**src/sv/parallelepiped_pixel_classifier_defines.svh**
```systemverilog
// Assertion macros shared by the classifier RTL.
// Each macro samples on clk_i and is disabled while rst_ni is low.
`ifndef PARALLELEPIPED_PIXEL_CLASSIFIER_DEFINES_SVH
`define PARALLELEPIPED_PIXEL_CLASSIFIER_DEFINES_SVH

// Concurrent property check that reports through $error.
`define PPC_ASSERT(label, prop, msg) \
  label: assert property (@(posedge clk_i) disable iff (!rst_ni) prop) \
    else $error(msg);

// Check of a condition that must hold at every clock edge.
`define PPC_ASSERT_COMB(label, expr, msg) \
  `PPC_ASSERT(label, (expr), msg)

`endif

```
**src/sv/ppc_ram.sv**
```systemverilog
// Generic simple dual-port RAM: one write port and one read port with registered read data.
// It has no dependencies.
`timescale 1ns / 1ps

module ppc_ram #(
  parameter int WIDTH = 8,
  parameter int DEPTH = 64,
  localparam int AW = (DEPTH > 1) ? $clog2(DEPTH) : 1
) (
  input  logic             clk_i,
  input  logic             we_i,
  input  logic [AW-1:0]    waddr_i,
  input  logic [WIDTH-1:0] wdata_i,
  input  logic             re_i,
  input  logic [AW-1:0]    raddr_i,
  output logic [WIDTH-1:0] rdata_o
);

  logic [WIDTH-1:0] mem_q [DEPTH];
  logic [WIDTH-1:0] rdata_q;

  always_ff @(posedge clk_i) begin
    if (we_i) begin
      mem_q[waddr_i] <= wdata_i;
    end
    if (re_i) begin
      rdata_q <= mem_q[raddr_i];
    end
  end

  assign rdata_o = rdata_q;

endmodule

```
**config.mk**
```make
export PLATFORM = sky130hd
export DESIGN_NAME = ppc_ram
export DESIGN_NICKNAME = d
export VERILOG_FILES = /design/src/sv/parallelepiped_pixel_classifier_defines.svh /design/src/sv/ppc_ram.sv
export SDC_FILE = /design/constraint.sdc
export NUM_CORES = 1
export LEC_CHECK = 0
export ABC_CLOCK_PERIOD_IN_PS = 5200
export BUFFER_PORTS_ARGS = -buffer_cell sky130_fd_sc_hd__buf_2
export CORE_AREA = 2 2 244 246
export CTS_CLUSTER_SIZE = 14
export DETAILED_ROUTE_END_ITERATION = 8
export DIE_AREA = 0 0 246 248
export GPL_TIMING_DRIVEN = 0
export SKIP_CTS_REPAIR_TIMING = 1
export SYNTH_ARGS = -nofsm -noshare
export SYNTH_HDL_FRONTEND = slang
export SYNTH_SLANG_ARGS = --single-unit
```
**constraint.sdc**
```tcl
create_clock -name clk_i -period 5.2 [get_ports clk_i]
set_clock_uncertainty 0.15 [all_clocks]
set_input_delay 1.56 -clock clk_i [delete_from_list [all_inputs] [get_ports clk_i]]
set_output_delay 1.56 -clock clk_i [all_outputs]
set_load 0.02 [all_outputs]
```
## Word-level counts from Yosys, hierarchy flattened

Memory sizes are Yosys's and may differ from the RTL's. A register that Yosys moved wholly into a read port is not among the register bits.
Index checks and enable logic that the tools add are counted.

| word-level totals | value |
|---|---|
| register bits | 0 |
| bits in writable memories | 512 |
| input port bits | 23 |
| output and inout bits | 8 |
| logic and storage cells | 3 |
| memories | 1 |

Memory list:

| memory | words | bits a word | rd ports | clocked after memory_dff | wr ports | line | text |
|---|---|---|---|---|---|---|---|
| mem_q | 64 | 8 | 1 | 1 | 1 | ppc_ram.sv:19 | `logic [WIDTH-1:0] mem_q [DEPTH];` |

| cells by class | value |
|---|---|
| muxes and demuxes | 2 |

Operators by type and width:

| cell | count |
|---|---|
| 1-bit 2-to-1 mux | 2 |

## Longest topological paths before layout

Gate-level depths: netlist of run 1.

| logic depth | value |
|---|---|
| word-level depth | 2 |
| depth in mapped cells | 9 |
| mapped depth without buffers | 5 |

## Worst setup path after synthesis of run 1

Ideal clock, no wire load.

| path | value |
|---|---|
| path kind | input port to flip-flop |
| start point | input port raddr_i[1] |
| end point | register rdata_q[3] (netlist: rdata_o[3]) (read register of mem_q), data pin |
| library setup time | 0.266 ns |
| arrival time | 3.100 ns |
| required time | 4.784 ns |
| path slack | 1.684 ns |
| stages on the path | 7 |
| buffers on the path | 3 |
| cell sequence | buf_4 > buf_2 > buf_2 > mux4_2 > mux4_2 > o21ai_1 > o41ai_1 |

RTL lines:

| what | line | text |
|---|---|---|
| start, declared | ppc_ram.sv:15 | `input logic [AW-1:0] raddr_i,` |
| end, declared | ppc_ram.sv:20 | `logic [WIDTH-1:0] rdata_q;` |

==> results of run 1 <==
[per-layer routing]
layer,wire (µm),vias up,global-route usage
met5,39,-,0
met4,1560,8,0.05241
met3,3535,99,0.03136
met2,22960,411,0.2559
met1,20490,5197,0.2228
li1,-,4085,-
[logic make-up (layout without fill, tap and decap cells)]
group                  Yosys count  after routing  synth area share
DFF                            520            520            0.7712
muxes                          162            162            0.1588
and+or+nand+nor                153            153           0.03374
AOI/OAI and AO/OA               54             54           0.02064
buffers and inverters           51            160           0.01563
other                            0              1                 0
[sequential cells by signal, summed over array words and instances (netlist names)]
register,count
mem_q,512
rdata_o,8
[power groups by stage]
stage | Clock, W | Combinational, W | Sequential, W
final | 0.00335 | 0.000466 | 0.00466
after global routing | 0.00357 | 0.000492 | 0.00466
after CTS | 0.00341 | 0.000467 | 0.00466
after detailed placement | 0 | 0.000466 | 0.00475
after global placement | 0 | 0.000458 | 0.00474
after floorplan | 0 | 0.000247 | 0.00475
[cells in the final DEF (no fill, tap or decap), types with 6 or more instances in the layout]
master	n
sky130_fd_sc_hd__mux2_2	13
sky130_fd_sc_hd__buf_4	13
sky130_fd_sc_hd__buf_2	33
sky130_fd_sc_hd__nand2b_1	7
sky130_fd_sc_hd__clkinv_2	10
sky130_fd_sc_hd__nor2_1	83
sky130_fd_sc_hd__nor3_1	7
sky130_fd_sc_hd__clkbuf_16	49
sky130_fd_sc_hd__mux2i_1	23
sky130_fd_sc_hd__mux4_2	126
sky130_fd_sc_hd__clkinv_1	17
sky130_fd_sc_hd__nor2b_1	14
sky130_fd_sc_hd__a221oi_1	6
sky130_fd_sc_hd__edfxtp_1	520
sky130_fd_sc_hd__clkbuf_1	22
sky130_fd_sc_hd__nand2_1	19
sky130_fd_sc_hd__o22ai_1	8
sky130_fd_sc_hd__o221ai_1	8
sky130_fd_sc_hd__nand3_1	13
[worst max-delay path: stages]
cell and delay, ps:
sky130_fd_sc_hd__buf_2 170, sky130_fd_sc_hd__buf_4 270, sky130_fd_sc_hd__clkbuf_1 700, sky130_fd_sc_hd__buf_2 550
sky130_fd_sc_hd__o221ai_1 250, sky130_fd_sc_hd__o21a_1 200, sky130_fd_sc_hd__o41ai_1 730
[how the worst max path moves through the flow]
stage	start	cells after the start	to	slack [ps]
after CTS	raddr_i[2]	7	rdata_o[3]	930
after detailed placement	raddr_i[2]	7	rdata_o[3]	390
after global routing	raddr_i[2]	7	rdata_o[5]	750
final	raddr_i[2]	7	rdata_o[5]	840
after global placement	raddr_i[2]	7	rdata_o[3]	390
after floorplan	raddr_i[1]	7	rdata_o[3]	1680
[cell type report]
| cell class | instances | area share |
|---|---|---|
| diodes | 1 | 0.0001098 |
| well taps | 773 | 0.04244 |
| multi-input cells | 369 | 0.1893 |
| plain buffers | 51 | 0.01389 |
| clock buffers | 54 | 0.05462 |
| clock inverters | 33 | 0.009662 |
| repair buffers | 22 | 0.004831 |
| flip-flops and latches | 520 | 0.6851 |
[metrics by stage]
stage                     instance area, µm²  total power (W)  std cells
final                                  22790         0.008473       1823
after global routing                   22790         0.008722       1822
after CTS                              22790         0.008536       1822
after detailed placement               21320         0.005213       1735
after global placement                 21320         0.005203       1735
after floorplan                        20250         0.004998        940
==> flow_metrics.py, run 1 <==
metrics = {
    "yosys": {
        "netlist.top_cell.by_area": "sky130_fd_sc_hd__edfxtp_1",
        "ys_async_sr_fraction": 0,
        "post_synth_most_frequent_cells": "sky130_fd_sc_hd__edfxtp_1 (520), sky130_fd_sc_hd__mux4_2 (126), sky130_fd_sc_hd__nor2_1 (83)",
        "yosys.cell_types.count": 39,
        "number_of_nets_produced_by_synthesis": 963,
        "synth-seq-area-share": 0.7712,
        "synth.most_common_cell": "sky130_fd_sc_hd__edfxtp_1",
        "mappedNetlistArea_mm2": 0.02025,
        "dominantRegCellSynth": "sky130_fd_sc_hd__edfxtp_1",
        "ys_ff_latch": 520,
        "yosys_warnings": 0,
        "synth_top_area_frac": 0.7712,
        "post_synth_main_area_contributors": "sky130_fd_sc_hd__edfxtp_1 (77%), sky130_fd_sc_hd__mux4_2 (14%), sky130_fd_sc_hd__nor2_1 (1.5%), sky130_fd_sc_hd__mux2i_1 (1.1%), sky130_fd_sc_hd__mux2_2 (0.72%)",
        "synth_enable_flop_cells": 520,
        "postSynthCellCount": 940,
        "mean_syn_cell_area_um2": 21.54,
    },
    "setup_path": {
        "cp.arrival_ps": 4470,
        "crit_fanout": 10,
        "timing.critical_path.from_type": "primary input",
        "crit-reg2reg-capture": "rdata_o[6]",
        "worst_ep_required_time_ps": 5310,
        "worst_setup_path_end_kind": "register",
        "worstRegToRegCells": 5,
        "ff2ff_setup_slack_ps": 2730,
        "timing_worst_setup_path_type": "primary input to register",
        "worstReg2RegStart": "mem_q[28][6]",
    },
    "routing": {
        "dr.pass1.iters": 5,
        "post-route-drc-count": 0,
        "ant_nets": 0,
        "initialDrtViolationCount": 912,
        "vias": 9800,
        "detail_route.wirelength_mm": 48.59,
        "via_per_inst": 5.376,
        "avgRoutedWirePerCell_um": 26.65,
    },
    "timing": {
        "fmaxAchievable_mhz": 229.2,
        "timing.final.setup_violations": 0,
        "finalHoldViolCount": 0,
        "whs_ps": 903.4,
        "post-route-worst-setup-slack_ps": 837.0,
        "final_cycle_utilization_of_the_critical_path": 0.8390,
        "grt_setup_unrepaired": "no",
        "report.final.slew_viol_count": 0,
        "worst_tran_pin_value_ps": 1286,
        "min_period_ps": 4363,
        "timing.max_slew.rel_slack": 0.1424,
        "setup_total_negative_slack_ps": 0,
    },
    "clock_network": {
        "tritoncts.num_buffers": 49,
        "tritoncts_num_sinks": 520,
        "clk-insertion-delay-late_ps": 590,
        "cts-root-to-sink-buffers": 3,
        "path_clk_slew_ps": 60,
        "cts_tree": "yes",
        "clock_tree.root_cell": "sky130_fd_sc_hd__clkbuf_16",
        "h-tree-depth": 2,
    },
    "placed_design": {
        "place.detailed.hpwl_mm": 30.88,
        "io_port_bufs": 22,
        "pre_cts_ws_ps": 394.1,
        "gpl.final_weighted_congestion": 0.8959,
    },
    "final_layout": {
        "areaGrowthSynthToFinish_pct": 12.57,
        "storage_cell_area_mm2": 0.01562,
        "multiInputGateArea_mm2": 0.004315,
        "nFillCells": 5169,
        "drive_gt1_frac": 0.2459,
        "num-nets-final": 1036,
        "layout.core_utilization": 0.3899,
    },
    "floorplan": {
        "die_h_um": 248,
        "start_util": 0.3463,
        "die_w_um": 246,
        "dieArea_mm2": 0.06101,
        "coreArea_mm2": 0.05846,
        "ioPinCount": 31,
        "rows": 89,
    },
    "status": {
        "run_status": "finished, final reports clean",
    },
    "grt": {
        "grt_start_max_net_pins": 65,
        "grt_antenna_before_repair": 4,
        "first_global_vias": 9860,
        "grt_usage": 0.1607,
        "grt-ovfl-total": 0,
        "grt_first_pass_wirelength_mm": 69.86,
    },
    "power_and_ir_drop": {
        "pwr-share-comb": 0.055,
        "internal_power_w": 0.006637,
        "share_clk_of_total_power": 0.395,
        "leakage_power_summed_over_all_cells_nw": 6.950,
        "power_frac_seq": 0.550,
        "peakVddDrop_mv": 0.2217,
        "power_density_of_the_placed_cells_mw_per_mm2": 371.7,
        "netSwitchingFraction": 0.2167,
        "netSwitchingPower_w": 0.001836,
    },
    "min_path": {
        "hold-path-cell-count": 4,
        "timing.hold.worst.class": "register to register",
        "hold_start": "mem_q[23][1]",
        "worstHoldEndpoint": "rdata_o[1]",
    },
    "job": {
        "drv_cap": 0,
    },
}
(Power assumes the default switching activity.)
==> run 2: changes to the inputs <==
--- a/config.mk
+++ b/config.mk
@@ -5,7 +5,7 @@
 export SDC_FILE = /design/constraint.sdc
 export NUM_CORES = 1
 export LEC_CHECK = 0
-export ABC_CLOCK_PERIOD_IN_PS = 5200
+export ABC_CLOCK_PERIOD_IN_PS = 3500
 export BUFFER_PORTS_ARGS = -buffer_cell sky130_fd_sc_hd__buf_2
 export CORE_AREA = 2 2 244 246
 export CTS_CLUSTER_SIZE = 14
==> constraint.sdc (replaced) <==
create_clock -name clk_i -period 3.5 [get_ports clk_i]
set_clock_uncertainty 0.15 [all_clocks]
set_input_delay 1.05 -clock clk_i [delete_from_list [all_inputs] [get_ports clk_i]]
set_output_delay 1.05 -clock clk_i [all_outputs]
set_load 0.02 [all_outputs]
==> run 2 against run 1 <==
Critical path depth rose by 2. Sequential share of layout area down 0.060 points. Critical path type unchanged. Final area about the same. Register-to-register slack got worse by 1700 ps. Die area unchanged. Global-route usage unchanged. Combinational power up 49%. Clock power increased by 49%. Sequential power grew 48%. Power up 49%. Largest power group unchanged. Count of clock-buffer cells in the layout unchanged.
==> flow_metrics.py, run 2 (synthesis gave the netlist of run 1 again) <==
metrics = {
    "power_and_ir_drop": {
        "peakVddDrop_mv": 0.3299,
        "leakage_power_summed_over_all_cells_nw": 6.965,
        "power_frac_seq": 0.549,
        "power_density_of_the_placed_cells_mw_per_mm2": 552.1,
        "pwr-share-comb": 0.055,
        "internal_power_w": 0.009862,
        "share_clk_of_total_power": 0.396,
        "netSwitchingFraction": 0.2170,
        "total_power_w": 0.01260,
        "netSwitchingPower_w": 0.002733,
    },
    "setup_path": {
        "ff2ff_setup_slack_ps": 1050,
        "timing_worst_setup_path_type": "primary input to register",
        "cp.arrival_ps": 3460,
        "cpPeakStageDelay_ps": 400,
        "crit_fanout": 10,
        "critPathSlowestCell": "sky130_fd_sc_hd__buf_2",
        "worstPathCellList": "buf_4, buf_2, buf_4, buf_2, nand3_1, o221ai_1, a21oi_1, o21ai_1, o41ai_2",
        "worst_ep_required_time_ps": 3640,
        "worst_setup_path_end_kind": "register",
        "timing.critical_path.from_type": "primary input",
    },
    "final_layout": {
        "fin_cells": 1823,
        "layout.core_utilization": 0.3902,
        "layout_commonest_cell": "sky130_fd_sc_hd__edfxtp_1",
        "largest_register_ff_count": 512,
        "drive_gt1_frac": 0.2498,
        "largest-register": "mem_q",
        "layout.cells.most_common_list": "sky130_fd_sc_hd__edfxtp_1 (520), sky130_fd_sc_hd__mux4_2 (126), sky130_fd_sc_hd__nor2_1 (83)",
        "areaGrowthSynthToFinish_pct": 12.67,
        "num-nets-final": 1036,
    },
    "floorplan": {
        "dieArea_mm2": 0.06101,
        "die_w_um": 246,
        "rows": 89,
        "start_util": 0.3463,
        "coreArea_mm2": 0.05846,
        "ioPinCount": 31,
        "die_h_um": 248,
    },
    "routing": {
        "via_per_inst": 5.375,
        "vias": 9799,
        "avgRoutedWirePerCell_um": 26.66,
        "dr.pass1.iters": 5,
        "detail_route.wirelength_mm": 48.61,
        "post-route-drc-count": 0,
        "ant_nets": 0,
        "initialDrtViolationCount": 951,
    },
    "timing": {
        "worst_tran_pin_value_ps": 1270,
        "report.final.slew_viol_count": 0,
        "final_cycle_utilization_of_the_critical_path": 0.9493,
        "timing.final.setup_violations": 0,
        "fmaxAchievable_mhz": 301.0,
        "grt_setup_unrepaired": "no",
        "min_period_ps": 3323,
        "finalHoldViolCount": 0,
        "timing.max_slew.rel_slack": 0.1532,
    },
    "clock_network": {
        "clock_tree.root_cell": "sky130_fd_sc_hd__clkbuf_16",
        "clk-insertion-delay-late_ps": 590,
        "tritoncts.num_buffers": 49,
        "h-tree-depth": 2,
        "path_clk_slew_ps": 60,
        "tritoncts_num_sinks": 520,
        "cts-root-to-sink-buffers": 3,
        "cts_tree": "yes",
    },
    "job": {
        "drv_cap": 0,
    },
    "grt": {
        "grt.met3_usage": 0.03136,
        "grt_antenna_before_repair": 4,
        "grt-ovfl-total": 0,
        "grt_first_pass_wirelength_mm": 69.86,
        "first_global_vias": 9860,
        "met2_usage": 0.2559,
        "global_route_met1_utilization": 0.2228,
        "grt_start_max_net_pins": 65,
        "grt_usage": 0.1607,
        "gr-max-usage-layer": "met2",
    },
    "placed_design": {
        "post-place-cells": 1735,
        "gpl.final_weighted_congestion": 0.8959,
        "place.detailed.hpwl_mm": 30.88,
        "io_port_bufs": 22,
    },
    "status": {
        "run_status": "finished, final reports clean",
    },
    "min_path": {
        "timing.hold.worst.class": "primary input to register",
    },
}
run 2: worst max-delay path, delay by kind of cell:
kind | cells | cell delay (ps)
buffers and inverters | 4 | 1230
AOI/OAI and AO/OA | 4 | 760
and+or+nand+nor | 1 | 380
run 2: through the flow:
| stage | hold WS (ps) | setup WS [ps] | setup TNS (ps) | cell area (µm²) |
|---|---|---|---|---|
| after floorplan | 647.1 | 493.7 | 0 | 20250 |
| after global placement | 873.2 | -796.1 | -4211 | 21320 |
| after detailed placement | 881.8 | -795.9 | -6799 | 21320 |
| after CTS | 646.8 | -255.1 | -552.6 | 22790 |
| after global routing | 659.1 | 60.40 | 0 | 22810 |
| final | 656.7 | 177.3 | 0 | 22810 |
run 2: final cells by class:
class | count | area (µm²)
diodes | 1 | 2.502
flip-flops and latches | 520 | 15620
plain buffers | 51 | 321.6
multi-input cells | 369 | 4330
well taps | 773 | 967.2
clock inverters | 33 | 220.2
repair buffers | 22 | 110.1
fillers | 5173 | 35650
clock buffers | 54 | 1245
run 2: worst paths after layout:
kind	to	startpoint	depth (start not counted)
hold / removal	rdata_o[0]	re_i	1
hold reg to reg	rdata_o[1]	mem_q[23][1]	4
setup reg to reg	rdata_o[6]	mem_q[20][6]	5
setup / recovery	rdata_o[3]	raddr_i[1]	9
run 2: power by group through the flow:
stage	Sequential [W]	Combinational [W]	Clock [W]
finish	0.00692	0.000693	0.00498
global route	0.00692	0.000734	0.00531
CTS	0.00692	0.000693	0.00507
detailed placement	0.00705	0.000692	0
global placement	0.00705	0.000681	0
floorplan	0.00706	0.000368	0
run 2: per-layer routing:
metal	vias to the layer above	wire, µm	part of all wire
met5	-	39	0.00080
met3	101	3494	0.072
met4	8	1620	0.033
met2	394	22910	0.47
met1	5211	20540	0.42
li1	4085	-	-
